==> config.mk <==
export PLATFORM = sky130hd
export DESIGN_NAME = first_arrival_timestamp_capture_core_flat
export DESIGN_NICKNAME = d
export VERILOG_FILES = /design/src/design/fatc_pkg.sv /design/src/design/fatc_if.sv /design/src/design/first_arrival_timestamp_capture_core.sv /design/src/design/fatc_front.sv /design/src/design/fatc_queue.sv /design/src/design/fatc_back.sv /design/src/flat_wrapper.sv
export SDC_FILE = /design/constraint.sdc
export NUM_CORES = 1
export LEC_CHECK = 0
export BUFFER_PORTS_ARGS = -buffer_cell sky130_fd_sc_hd__buf_2
export CAP_MARGIN = 20
export CORE_MARGIN = 2
export CORE_UTILIZATION = 50
export DETAILED_ROUTE_END_ITERATION = 12
export HOLD_SLACK_MARGIN = 0.12
export PLACE_DENSITY = 0.66
export SLEW_MARGIN = 20
export SYNTH_ARGS = -nofsm -noshare
export SYNTH_HDL_FRONTEND = slang
export SYNTH_SLANG_ARGS = --single-unit
==> constraint.sdc <==
create_clock -name clk -period 9.74 [get_ports clk]
set_input_delay 0.974 -clock clk [delete_from_list [all_inputs] [get_ports clk]]
set_output_delay 0.974 -clock clk [all_outputs]
set_load 0.02 [all_outputs]
==> src/design/fatc_pkg.sv <==
// Shared constants and types for the first-arrival timestamp capture core.
package fatc_pkg;

    localparam int CHANNELS_DEF   = 4;
    localparam int COUNT_BITS_DEF = 32;
    localparam int QUEUE_DEPTH    = 2;
    localparam int EDGE_BITS      = 4;
    localparam int MAX_CHANNELS   = 8;
    localparam int CFG_BITS       = 32;

    localparam logic [CFG_BITS-1:0] TIMEOUT_RESET = CFG_BITS'(84000000 / 2);
    localparam logic [7:0]          ID_BASE       = 8'h41;

    localparam logic REQ_TICK = 1'b0;
    localparam logic REQ_ARM  = 1'b1;

    localparam logic STATUS_PACKET  = 1'b0;
    localparam logic STATUS_TIMEOUT = 1'b1;

    typedef struct packed {
        logic full;
        logic empty;
    } queue_stat_t;

endpackage

==> src/design/fatc_if.sv <==
// Valid/ready channel interfaces for requests and result bytes.
interface fatc_req_if;
    logic       valid;
    logic       ready;
    logic       req_type;
    logic [3:0] edges;

    modport source (output valid, output req_type, output edges, input ready);
    modport sink   (input valid, input req_type, input edges, output ready);
endinterface

interface fatc_byte_if;
    logic       valid;
    logic       ready;
    logic [7:0] data_byte;
    logic       last;
    logic       status;

    modport source (output valid, output data_byte, output last, output status, input ready);
    modport sink   (input valid, input data_byte, input last, input status, output ready);
endinterface

==> src/design/first_arrival_timestamp_capture_core.sv <==
// Top level of the first-arrival timestamp capture core.
//
//  port      dir   beat contents
//  --------  ----  ------------------------------------------------
//  request   in    req_type (tick / arm), edges per channel
//  result    out   data_byte, last, status (packet byte / timeout)
//  cfg_we    in    write strobe for timeout_ticks (cfg_wdata)
//
// One request beat per cycle; request.ready drops only while the two-entry
// record queue is full, which needs two finished captures waiting behind
// the serializer. A packet leaves as CHANNELS * (1 + stamp bytes) result beats,
// one per ready cycle, from the serializer registers; a timeout is one beat.
// Asynchronous active-low reset clears control state and loads the default
// timeout; no clearing pass, stamps are written before any packet reads them.
module first_arrival_timestamp_capture_core #(
    parameter int CHANNELS    = fatc_pkg::CHANNELS_DEF,
    parameter int COUNT_BITS  = fatc_pkg::COUNT_BITS_DEF,
    parameter int QUEUE_DEPTH = fatc_pkg::QUEUE_DEPTH
) (
    input  logic                          clk,
    input  logic                          rst_n,
    input  logic                          cfg_we,
    input  logic [fatc_pkg::CFG_BITS-1:0] cfg_wdata,
    fatc_req_if.sink                      request,
    fatc_byte_if.source                   result
);

    localparam int ENTRY_W = CHANNELS * COUNT_BITS + 1;

    fatc_pkg::queue_stat_t qstat;
    logic                  push, pop;
    logic [ENTRY_W-1:0]    push_data, head;

    fatc_front #(
        .CHANNELS   (CHANNELS),
        .COUNT_BITS (COUNT_BITS),
        .ENTRY_W    (ENTRY_W)
    ) u_front (
        .clk       (clk),
        .rst_n     (rst_n),
        .cfg_we    (cfg_we),
        .cfg_wdata (cfg_wdata),
        .request   (request),
        .qstat     (qstat),
        .push      (push),
        .push_data (push_data)
    );

    fatc_queue #(
        .ENTRY_W (ENTRY_W),
        .DEPTH   (QUEUE_DEPTH)
    ) u_queue (
        .clk       (clk),
        .rst_n     (rst_n),
        .push      (push),
        .push_data (push_data),
        .pop       (pop),
        .head      (head),
        .qstat     (qstat)
    );

    fatc_back #(
        .CHANNELS   (CHANNELS),
        .COUNT_BITS (COUNT_BITS),
        .ENTRY_W    (ENTRY_W)
    ) u_back (
        .clk    (clk),
        .rst_n  (rst_n),
        .head   (head),
        .qstat  (qstat),
        .pop    (pop),
        .result (result)
    );

endmodule

==> src/design/fatc_front.sv <==
// Capture engine: accepts arm and tick beats, latches first-edge stamps, pushes records.
module fatc_front #(
    parameter int CHANNELS   = fatc_pkg::CHANNELS_DEF,
    parameter int COUNT_BITS = fatc_pkg::COUNT_BITS_DEF,
    parameter int ENTRY_W    = CHANNELS * COUNT_BITS + 1
) (
    input  logic                           clk,
    input  logic                           rst_n,
    input  logic                           cfg_we,
    input  logic [fatc_pkg::CFG_BITS-1:0]  cfg_wdata,
    fatc_req_if.sink                       request,
    input  fatc_pkg::queue_stat_t          qstat,
    output logic                           push,
    output logic [ENTRY_W-1:0]             push_data
);

    localparam int CMP_W = (COUNT_BITS > fatc_pkg::CFG_BITS) ? COUNT_BITS : fatc_pkg::CFG_BITS;

    logic [fatc_pkg::CFG_BITS-1:0]      timeout_reg;
    logic                               running_reg, running_next;
    logic [CHANNELS-1:0]                mask_reg, mask_next;
    logic [COUNT_BITS-1:0]              count_reg, count_next;
    logic [CHANNELS-1:0][COUNT_BITS-1:0] stamps_reg, stamps_next;

    logic [fatc_pkg::MAX_CHANNELS-1:0]  edges_wide;
    logic [CHANNELS-1:0]                take;
    logic [COUNT_BITS-1:0]              count_inc;
    logic                               fire, tick, done, timed_out;

    assign request.ready = !qstat.full;
    assign fire          = request.valid && request.ready;
    assign tick          = fire && (request.req_type == fatc_pkg::REQ_TICK) && running_reg;

    // channels beyond the edge field never see an edge
    assign edges_wide = {{(fatc_pkg::MAX_CHANNELS - fatc_pkg::EDGE_BITS){1'b0}}, request.edges};
    assign take       = edges_wide[CHANNELS-1:0] & ~mask_reg;
    assign count_inc  = count_reg + 1'b1;
    assign done       = &(mask_reg | take);
    assign timed_out  = !done && (CMP_W'(count_inc) == CMP_W'(timeout_reg));

    always_comb
    begin
        running_next = running_reg;
        mask_next    = mask_reg;
        count_next   = count_reg;
        stamps_next  = stamps_reg;
        if (fire && (request.req_type == fatc_pkg::REQ_ARM))
        begin
            running_next = 1'b1;
            mask_next    = '0;
            count_next   = '0;
        end
        else if (tick)
        begin
            for (int ch = 0; ch < CHANNELS; ch++)
            begin
                if (take[ch])
                begin
                    stamps_next[ch] = count_reg;
                end
            end
            mask_next  = mask_reg | take;
            count_next = count_inc;
            if (done || timed_out)
            begin
                running_next = 1'b0;
            end
        end
    end

    assign push      = tick && (done || timed_out);
    assign push_data = {timed_out, stamps_next};

    always_ff @(posedge clk or negedge rst_n)
    begin
        if (!rst_n)
        begin
            timeout_reg <= fatc_pkg::TIMEOUT_RESET;
            running_reg <= 1'b0;
            mask_reg    <= '0;
            count_reg   <= '0;
        end
        else
        begin
            if (cfg_we)
            begin
                timeout_reg <= cfg_wdata;
            end
            running_reg <= running_next;
            mask_reg    <= mask_next;
            count_reg   <= count_next;
        end
    end

    // payload only: stamps are always rewritten before a packet reads them
    always_ff @(posedge clk)
    begin
        stamps_reg <= stamps_next;
    end

    a_push_not_full: assert property (@(posedge clk) disable iff (!rst_n)
        push |-> !qstat.full)
        else $error("record pushed into a full queue");

    a_stop_after_push: assert property (@(posedge clk) disable iff (!rst_n)
        push |=> !running_reg)
        else $error("capture still running after its record was pushed");

    a_idle_no_count: assert property (@(posedge clk) disable iff (!rst_n)
        (!running_reg && !(fire && request.req_type == fatc_pkg::REQ_ARM)) |=> $stable(count_reg))
        else $error("tick counter moved while idle");

endmodule

==> src/design/fatc_queue.sv <==
// Short record queue between the capture engine and the serializer.
module fatc_queue #(
    parameter int ENTRY_W = 129,
    parameter int DEPTH   = fatc_pkg::QUEUE_DEPTH
) (
    input  logic                  clk,
    input  logic                  rst_n,
    input  logic                  push,
    input  logic [ENTRY_W-1:0]    push_data,
    input  logic                  pop,
    output logic [ENTRY_W-1:0]    head,
    output fatc_pkg::queue_stat_t qstat
);

    localparam int PTR_W = (DEPTH > 1) ? $clog2(DEPTH) : 1;
    localparam int CNT_W = $clog2(DEPTH + 1);

    logic [ENTRY_W-1:0] mem [DEPTH];
    logic [PTR_W-1:0]   wr_ptr_reg, rd_ptr_reg;
    logic [CNT_W-1:0]   count_reg;

    function automatic logic [PTR_W-1:0] ptr_adv(input logic [PTR_W-1:0] p);
        return (p == PTR_W'(DEPTH - 1)) ? '0 : p + 1'b1;
    endfunction

    assign qstat.full  = (count_reg == CNT_W'(DEPTH));
    assign qstat.empty = (count_reg == '0);
    assign head        = mem[rd_ptr_reg];

    always_ff @(posedge clk)
    begin
        if (push)
        begin
            mem[wr_ptr_reg] <= push_data;
        end
    end

    always_ff @(posedge clk or negedge rst_n)
    begin
        if (!rst_n)
        begin
            wr_ptr_reg <= '0;
            rd_ptr_reg <= '0;
            count_reg  <= '0;
        end
        else
        begin
            if (push)
            begin
                wr_ptr_reg <= ptr_adv(wr_ptr_reg);
            end
            if (pop)
            begin
                rd_ptr_reg <= ptr_adv(rd_ptr_reg);
            end
            if (push && !pop)
            begin
                count_reg <= count_reg + 1'b1;
            end
            else if (pop && !push)
            begin
                count_reg <= count_reg - 1'b1;
            end
        end
    end

    a_count_bound: assert property (@(posedge clk) disable iff (!rst_n)
        count_reg <= CNT_W'(DEPTH))
        else $error("queue occupancy beyond depth");

    a_no_pop_empty: assert property (@(posedge clk) disable iff (!rst_n)
        pop |-> !qstat.empty)
        else $error("pop from an empty queue");

endmodule

==> src/design/fatc_back.sv <==
// Serializer: turns queued records into packet bytes or a timeout beat.
module fatc_back #(
    parameter int CHANNELS   = fatc_pkg::CHANNELS_DEF,
    parameter int COUNT_BITS = fatc_pkg::COUNT_BITS_DEF,
    parameter int ENTRY_W    = CHANNELS * COUNT_BITS + 1
) (
    input  logic                  clk,
    input  logic                  rst_n,
    input  logic [ENTRY_W-1:0]    head,
    input  fatc_pkg::queue_stat_t qstat,
    output logic                  pop,
    fatc_byte_if.source           result
);

    localparam int SB     = (COUNT_BITS + 7) / 8;
    localparam int POS_W  = $clog2(SB + 1);
    localparam int BYTE_W = (SB > 1) ? $clog2(SB) : 1;
    localparam int CH_W   = (CHANNELS > 1) ? $clog2(CHANNELS) : 1;

    logic                    busy_reg;
    logic [ENTRY_W-1:0]      rec_reg;
    logic [CH_W-1:0]         ch_reg;
    logic [POS_W-1:0]        pos_reg;

    logic [CHANNELS-1:0][COUNT_BITS-1:0] stamps;
    logic [SB-1:0][7:0]      stamp_bytes;
    logic [POS_W-1:0]        byte_sel;
    logic                    tmo, beat, is_last, load, pos_end;

    assign tmo         = rec_reg[ENTRY_W-1];
    assign stamps      = rec_reg[CHANNELS*COUNT_BITS-1:0];
    assign stamp_bytes = (SB*8)'(stamps[ch_reg]);
    assign byte_sel    = POS_W'(SB) - pos_reg;
    assign pos_end     = (pos_reg == POS_W'(SB));

    assign is_last = tmo || (pos_end && (ch_reg == CH_W'(CHANNELS - 1)));
    assign beat    = result.valid && result.ready;
    assign load    = !busy_reg || (beat && is_last);
    assign pop     = load && !qstat.empty;

    always_comb
    begin
        if (tmo)
        begin
            result.data_byte = 8'h00;
        end
        else if (pos_reg == '0)
        begin
            result.data_byte = fatc_pkg::ID_BASE + 8'(ch_reg);
        end
        else
        begin
            result.data_byte = stamp_bytes[byte_sel[BYTE_W-1:0]];
        end
    end

    assign result.valid  = busy_reg;
    assign result.last   = is_last;
    assign result.status = tmo ? fatc_pkg::STATUS_TIMEOUT : fatc_pkg::STATUS_PACKET;

    always_ff @(posedge clk or negedge rst_n)
    begin
        if (!rst_n)
        begin
            busy_reg <= 1'b0;
            ch_reg   <= '0;
            pos_reg  <= '0;
        end
        else if (load)
        begin
            busy_reg <= !qstat.empty;
            ch_reg   <= '0;
            pos_reg  <= '0;
        end
        else if (beat)
        begin
            // advance to the next channel after its last stamp byte
            if (pos_end)
            begin
                pos_reg <= '0;
                ch_reg  <= ch_reg + 1'b1;
            end
            else
            begin
                pos_reg <= pos_reg + 1'b1;
            end
        end
    end

    always_ff @(posedge clk)
    begin
        if (pop)
        begin
            rec_reg <= head;
        end
    end

    a_drain_idle: assert property (@(posedge clk) disable iff (!rst_n)
        (beat && is_last && qstat.empty) |=> !result.valid)
        else $error("serializer still busy after its last beat with nothing queued");

    a_timeout_single: assert property (@(posedge clk) disable iff (!rst_n)
        (result.valid && result.status == fatc_pkg::STATUS_TIMEOUT) |-> result.last)
        else $error("timeout result not marked last");

endmodule

==> src/flat_wrapper.sv <==
// flat-port wrapper written by rule: the top's interface ports become plain ports
module first_arrival_timestamp_capture_core_flat 
#(
    parameter int CHANNELS    = fatc_pkg::CHANNELS_DEF,
    parameter int COUNT_BITS  = fatc_pkg::COUNT_BITS_DEF,
    parameter int QUEUE_DEPTH = fatc_pkg::QUEUE_DEPTH
)
  (clk, rst_n, cfg_we, cfg_wdata, request_valid, request_req_type, request_edges, request_ready, result_valid, result_data_byte, result_last, result_status, result_ready);
  fatc_req_if request_i ();
  fatc_byte_if result_i ();
  input  logic clk;
  input  logic rst_n;
  input  logic cfg_we;
  input  logic [fatc_pkg::CFG_BITS-1:0] cfg_wdata;
  input wire logic [$bits(request_i.valid)-1:0] request_valid;
  input wire logic [$bits(request_i.req_type)-1:0] request_req_type;
  input wire logic [$bits(request_i.edges)-1:0] request_edges;
  output wire logic [$bits(request_i.ready)-1:0] request_ready;
  output wire logic [$bits(result_i.valid)-1:0] result_valid;
  output wire logic [$bits(result_i.data_byte)-1:0] result_data_byte;
  output wire logic [$bits(result_i.last)-1:0] result_last;
  output wire logic [$bits(result_i.status)-1:0] result_status;
  input wire logic [$bits(result_i.ready)-1:0] result_ready;
  assign request_i.valid = request_valid;
  assign request_i.req_type = request_req_type;
  assign request_i.edges = request_edges;
  assign request_ready = request_i.ready;
  assign result_valid = result_i.valid;
  assign result_data_byte = result_i.data_byte;
  assign result_last = result_i.last;
  assign result_status = result_i.status;
  assign result_i.ready = result_ready;
  first_arrival_timestamp_capture_core #(.CHANNELS(CHANNELS), .COUNT_BITS(COUNT_BITS), .QUEUE_DEPTH(QUEUE_DEPTH)) u_core (.clk(clk), .rst_n(rst_n), .cfg_we(cfg_we), .cfg_wdata(cfg_wdata), .request(request_i), .result(result_i));
endmodule
==> flow_metrics.py, run 1 <==
metrics = {
    "yosys": {
        "ys.warnings.count": 0,
        "netlist_area_um2": 23200,
        "synth_edf_count": 387,
        "yosysSeqAreaShare_pct": 69.6,
        "async_reset_ff_share_pct": 13.3,
        "synthTopCellsByArea": "sky130_fd_sc_hd__edfxtp_1 50%, sky130_fd_sc_hd__mux2_2 14%, sky130_fd_sc_hd__dfxtp_1 11%",
        "synth_top_cell_area_share_pct": 50.0,
        "yosys.cell_count.top_type": "sky130_fd_sc_hd__edfxtp_1",
        "synth_common_cells": "387 x sky130_fd_sc_hd__edfxtp_1, 291 x sky130_fd_sc_hd__mux2_2, 128 x sky130_fd_sc_hd__dfxtp_1",
        "dominantRegCellSynth": "sky130_fd_sc_hd__edfxtp_1",
        "synth.avg_cell_area_um2": 16.3,
        "cells_after_synthesis": 1423,
        "synth_seq_cells": 594,
        "synth_nets": 1470,
        "synth_cell_type_count": 67,
        "netlist.top_cell.by_area": "sky130_fd_sc_hd__edfxtp_1",
    },
    "worst_setup_path": {
        "cp_slowest_cell": "sky130_fd_sc_hd__buf_4",
        "crit_path_max_fanout": 65,
        "start_kind": "flop",
        "max_stage_delay_ns": 0.69,
        "critPathMostFrequentCell": "sky130_fd_sc_hd__or4_4",
        "arrival_ns": 4.84,
        "critical_path_required_ns": 9.96,
        "crit_path_end_kind": "flop",
        "crit_path_cell_trace": "ha_1 -> nand3_2 -> or4_4 -> or4_4 -> xnor2_1 -> nor4_2 -> nand4_1 -> o31a_1 -> nor2_4 -> buf_4",
        "setup.worst_path.class": "flop to flop",
    },
    "finish": {
        "fillCellCount": 3487,
        "finish.instance_area_um2": 25900,
        "final_core_util_pct": 56.8,
        "num_antenna_cells": 0,
        "post_route_cells_drive_above_1_share_pct": 34.1,
        "final_nets": 1514,
        "area_growth_syn_to_layout_pct": 11.4,
        "largest_register_ffs": 258,
    },
    "floorplanning": {
        "fp.coreArea_um2": 45600,
        "io_pins": 54,
        "die_area_um2": 48200,
        "rows": 78,
        "die-height_um": 220,
        "initial_utilization_pct": 51.0,
        "die_w_um": 220,
    },
    "clock_network": {
        "tritoncts": "done",
        "ctsResizeCount": 0,
        "cts.path.max_buffers": 3,
        "tritoncts.num_buffers": 58,
        "insertion_delay_ns": 0.60,
        "cts.root.buffer_cell": "sky130_fd_sc_hd__clkbuf_16",
        "cts_htree_levels": 2,
        "clk_transition_reported_paths_ns": 0.06,
        "cts_sinks": 594,
        "cts.repair_timing.setup_buffer_count": 0,
        "postCtsHoldBufs": 0,
    },
    "detailed_routing": {
        "via_count": 12000,
        "drt-initial-drc-count": 924,
        "drc": 0,
        "via_per_inst": 5.65,
        "route.antenna.remaining_nets": 0,
        "postRouteWirelength_um": 47200,
        "wire_per_inst_um": 22.3,
        "detailed_router_iteration_count_before_antenna_repair": 6,
    },
    "global_route": {
        "globalRouteTotalUtil_pct": 20.3,
        "grt_max_degree": 69,
        "first_pass_grt_wire_length_um": 73400,
        "grt_antenna_before_repair": 1,
        "overflow": 0,
        "number_of_global_route_vias_before_repair": 12100,
    },
    "timing": {
        "fin_crit_sh_pct": 47.5,
        "worst-slew-pin-transition_ns": 1.01,
        "rsz0062_at_grt": "no",
        "timing.final.hold_violations": 0,
        "totalNegativeSetupSlack_ns": 0,
        "period_minus_slack_ns": 4.62,
        "finalClockSkew_ns": 0.0187,
        "maxSlewViolCount": 0,
        "maximum_clock_rate_mhz": 216,
        "setup-violations-final": 0,
        "slew-limit-headroom_pct": 32.8,
    },
    "placement": {
        "postPlaceCellArea_um2": 24000,
        "io_buffers": 53,
        "place_congestion": 0.909,
        "dp_hpwl_um": 28300,
    },
    "power_and_ir_drop": {
        "power_leakage_nw": 9.70,
        "power.density_cell_area_nw_per_um2": 245,
        "peakVddDrop_uv": 187,
    },
    "worst_hold_path": {
        "hold_path_class": "primary input to asynchronous set/reset pin",
    },
    "run_status": {
        "run_status": "finished clean",
    },
    "job": {
        "max_cap_violations": 0,
    },
}
-- critical path, delay by kind of cell, from the launching register on --
kind | cells | cell delay [ns]
simple gates | 6 | 1.98
buf+inv | 1 | 0.69
flops | 1 | 0.50
compound gates | 1 | 0.44
fa+ha+maj | 1 | 0.31
xor+xnor | 1 | 0.18
-- cells in the final DEF, fill, tap and decap left out, drive strengths merged, types with 3 or more instances in the layout --
cell    Yosys  final
edfxtp    387    387
mux2      291    291
dfxtp     128    128
clkbuf     52     75
dfrtp      70     70
buf        32     68
nand2      67     67
o21ai      51     51
mux4       40     40
nor2       35     35
clkinv      0     29
nand3      23     23
xor2       22     22
a21oi      20     20
xnor2      20     20
nor3       17     17
o31ai      16     16
nand4      16     16
a31oi      15     15
nor2b      11     11
nor4       10     10
dfstp       9      9
inv         7      9
and2        7      7
nand2b      6      6
nor3b       6      6
or3         5      5
ha          5      5
mux2i       4      4
a211oi      4      4
or4         4      4
or2         4      4
and4        3      3
and3        3      3
o22ai       3      3
-- layer usage --
layer	routed length (um)	vias to the layer above	global-route usage, %
met5	0	-	0
met4	869	0	5.90
met3	2390	60	3.08
met2	22100	340	32.2
met1	21800	6052	29.3
li1	-	5516	-
-- per-stage QoR --
stage	hold slack [ns]	setup WS [ns]	power (mW)	std cells
after floorplan	0.459	1.02	3.91	1423
after global routing	0.339	4.83	6.59	2117
after detailed placement	0.474	5.10	4.28	2007
final	0.327	5.12	6.33	2117
after CTS	0.313	5.09	6.40	2117
after global placement	0.464	5.24	4.26	2007
-- logic make-up (layout without fill, tap and decap cells) --
family                   after synthesis  count (layout)  synth area share [%]
flip-flops                           594             594                  69.6
XOR/XNOR                              42              42                  1.58
multiplexers                         335             335                  18.2
AO/OA/AOI/OAI                        133             133                  3.55
buffers and inverters                 91             185                  1.65
AND/OR/NAND/NOR                      223             223                  5.18
adder cells (fa/ha/maj)                5               5                 0.269
-- final cells by class --
cell class | count | area (um2) | share of cell area [%]
Tap cell | 600 | 751 | 2.90
Timing Repair Buffer | 68 | 380 | 1.47
Clock buffer | 75 | 1610 | 6.22
Sequential cell | 594 | 16200 | 62.5
Clock inverter | 35 | 223 | 0.860
Multi-Input combinational cell | 738 | 6710 | 25.9
Inverter | 7 | 28.8 | 0.111
-- power by group --
part / switching, mW / internal, mW
logic: 0.607 / 0.456
registers: 0.162 / 2.98
clock network: 0.916 / 1.22
total: 1.68 / 4.65
-- worst paths after layout --
kind,from,end,slack [ns],depth (start not counted)
setup reg to reg,u_core.u_front.count_reg[0],u_core.u_queue.mem[0][128],5.12,10
hold reg to reg,u_core.u_front.stamps_reg[94],u_core.u_front.stamps_reg[94],0.49,1
setup / recovery,u_core.u_front.count_reg[0],u_core.u_queue.mem[0][128],5.12,10
min in group clk,u_core.u_front.stamps_reg[94],u_core.u_front.stamps_reg[94],0.49,1
max in group asynchronous,rst_n,u_core.u_front.timeout_reg[6],8.42,2
hold / removal,rst_n,u_core.u_front.count_reg[14],0.33,1
(Power assumes the default switching activity.)
==> inputs of run 2 (changes only) <==
- ABC_AREA: unset -> 1
- PLACE_DENSITY: 0.66 -> 0.69
- clock period: 9.74 -> 4.2 ns (I/O delays scaled with it)
==> flow_metrics.py, run 2 <==
metrics = {
    "worst_hold_path": {
        "hold_path_class": "primary input to flop",
        "min_delay_path_depth": 3,
        "worstHoldStart": "request_edges[0]",
        "holdPathEnd": "u_core.u_front.mask_reg[0]",
    },
    "global_route": {
        "grt_max_degree": 131,
        "first_pass_grt_wire_length_um": 82400,
        "globalRouteTotalUtil_pct": 22.7,
        "overflow": 0,
        "grt_antenna_before_repair": 0,
        "number_of_global_route_vias_before_repair": 14900,
    },
    "yosys": {
        "synth_edf_count": 387,
        "netlist_area_um2": 23000,
        "synth_nets": 2201,
        "synth_cell_type_count": 34,
        "synth.avg_cell_area_um2": 10.7,
        "yosys.cell_count.top_type": "sky130_fd_sc_hd__nand2_1",
        "async_reset_ff_share_pct": 13.3,
        "yosysSeqAreaShare_pct": 70.5,
        "dominantRegCellSynth": "sky130_fd_sc_hd__edfxtp_1",
        "synth_top_cell_area_share_pct": 50.6,
        "synthTopCellsByArea": "sky130_fd_sc_hd__edfxtp_1 51%, sky130_fd_sc_hd__nand2_1 12%, sky130_fd_sc_hd__dfxtp_1 11%",
        "synth_common_cells": "749 x sky130_fd_sc_hd__nand2_1, 387 x sky130_fd_sc_hd__edfxtp_1, 245 x sky130_fd_sc_hd__o21ai_0",
        "cells_after_synthesis": 2154,
        "ys.warnings.count": 0,
        "netlist.top_cell.by_area": "sky130_fd_sc_hd__edfxtp_1",
        "synth_seq_cells": 594,
    },
    "power_and_ir_drop": {
        "power.density_cell_area_nw_per_um2": 647,
        "power_leakage_nw": 10.2,
        "design_power_total_mw": 17.0,
        "peakVddDrop_uv": 553,
    },
    "placement": {
        "dp_hpwl_um": 33900,
        "place_congestion": 0.927,
        "io_buffers": 53,
    },
    "clock_network": {
        "tritoncts.num_buffers": 56,
        "postCtsHoldBufs": 35,
        "ctsResizeCount": 0,
        "cts.root.buffer_cell": "sky130_fd_sc_hd__clkbuf_16",
        "clk_transition_reported_paths_ns": 0.06,
        "cts.path.max_buffers": 3,
        "cts.repair_timing.setup_buffer_count": 0,
        "tritoncts": "done",
        "cts_sinks": 594,
        "insertion_delay_ns": 0.61,
        "cts_htree_levels": 2,
    },
    "floorplanning": {
        "fp.coreArea_um2": 45400,
        "rows": 78,
        "die_area_um2": 47600,
        "initial_utilization_pct": 50.6,
        "die-height_um": 218,
        "die_w_um": 218,
        "io_pins": 54,
    },
    "finish": {
        "largest_register_ffs": 258,
        "final_nets": 2292,
        "area_growth_syn_to_layout_pct": 14.4,
        "post_route_cells_drive_above_1_share_pct": 9.55,
        "final_common_cell": "sky130_fd_sc_hd__nand2_1",
        "mostFrequentLayoutCells": "748 x sky130_fd_sc_hd__nand2_1, 387 x sky130_fd_sc_hd__edfxtp_1, 244 x sky130_fd_sc_hd__o21ai_0",
    },
    "worst_setup_path": {
        "setup.worst_path.class": "flop to output pin",
        "start_kind": "flop",
        "crit_path_end_kind": "output pin",
        "arrival_ns": 3.35,
        "crit_path_max_fanout": 36,
        "reg2regPathDepth": 16,
        "crit-reg2reg-capture": "u_core.u_queue.mem[0][123]",
        "reg2reg_from": "u_core.u_front.count_reg[0]",
        "regToRegSetupSlack_ns": 0.63,
        "critical_path_required_ns": 3.78,
    },
    "timing": {
        "slew-limit-headroom_pct": 36.2,
        "worst-slew-pin-transition_ns": 0.958,
        "maxSlewViolCount": 0,
        "setup-violations-final": 0,
        "timing.final.hold_violations": 0,
        "totalNegativeSetupSlack_ns": 0,
        "finalClockSkew_ns": 0.0154,
        "rsz0062_at_grt": "no",
        "maximum_clock_rate_mhz": 266,
        "whs_ns": 0.173,
        "fin_crit_sh_pct": 89.7,
        "period_minus_slack_ns": 3.77,
    },
    "detailed_routing": {
        "route.antenna.remaining_nets": 0,
        "detailed_router_iteration_count_before_antenna_repair": 6,
        "postRouteWirelength_um": 52700,
        "drc": 0,
        "drt-initial-drc-count": 1155,
        "wire_per_inst_um": 18.2,
        "via_per_inst": 5.21,
        "via_count": 15100,
    },
    "job": {
        "max_cap_violations": 0,
    },
    "run_status": {
        "run_status": "finished clean",
    },
}
[run 2: how the worst max path moves through the flow]
stage,to,from
3_3_place_gp,u_core.u_queue.mem[0][113],u_core.u_front.count_reg[1]
4_1_cts,result_data_byte[2],u_core.u_back.ch_reg[0]
3_5_place_dp,u_core.u_queue.mem[0][53],u_core.u_front.count_reg[0]
5_1_grt,result_data_byte[2],u_core.u_back.ch_reg[0]
6_report,result_data_byte[2],u_core.u_back.ch_reg[0]
2_1_floorplan,u_core.u_queue.count_reg[1],u_core.u_back.pos_reg[0]
[run 2: per-layer routing]
metal / up-vias / global-route usage (%) / wire length [um]
li1: 7502 / - / -
met3: 86 / 2.84 / 2550
met2: 366 / 38.6 / 25600
met4: 0 / 7.64 / 1330
met1: 7108 / 30.3 / 23200
met5: - / 0 / 0
[run 2: cell type report]
| type | instances | area, um2 |
|---|---|---|
| Antenna cell | 1 | 2.50 |
| Clock inverter | 37 | 328 |
| Sequential cell | 594 | 16200 |
| Multi-Input combinational cell | 1356 | 6080 |
| Tap cell | 600 | 751 |
| Timing Repair Buffer | 123 | 1010 |
| Clock buffer | 68 | 1490 |
| Fill cell | 3734 | 19100 |
| Inverter | 114 | 434 |
[run 2: per-stage QoR]
stage	utilization [%]	std cells	setup slack, ns	area [um2]
floorplan	-	2154	-0.189	23000
global placement	53.1	2752	0.637	24100
detailed placement	53.1	2752	0.616	24100
CTS	57.9	2892	0.430	26300
global route	57.9	2892	0.308	26300
finish	57.9	2893	0.435	26300
[run 2: worst max-delay path, cell delays in order (launching register included)]
cell,delay [ns]
sky130_fd_sc_hd__dfrtp_2,0.57
sky130_fd_sc_hd__inv_2,0.34
sky130_fd_sc_hd__buf_4,0.47
sky130_fd_sc_hd__o21ai_0,0.13
sky130_fd_sc_hd__o221ai_1,0.30
sky130_fd_sc_hd__nand3_1,0.21
sky130_fd_sc_hd__o311ai_0,0.22
sky130_fd_sc_hd__o211ai_1,0.21
sky130_fd_sc_hd__inv_1,0.09
sky130_fd_sc_hd__buf_2,0.16
[run 2: power breakdown]
group	internal [mW]	switching, mW	total (mW)	leakage, nW
sequential	7.79	0.443	8.24	5.67
combinational	1.04	2.77	3.82	3.71
clock	2.78	2.17	4.95	0.875
total	11.6	5.39	17.0	10.2
[run 2: kinds of logic after synthesis]
group,Yosys count,share of synthesized area [%]
and+or+nand+nor,1026,17.9
adders and majority gates,5,0.273
muxes,1,0.0491
AOI/OAI and AO/OA,317,7.63
xor gates and xnor gates,7,0.327
DFF,594,70.5
buffers and inverters,204,3.35
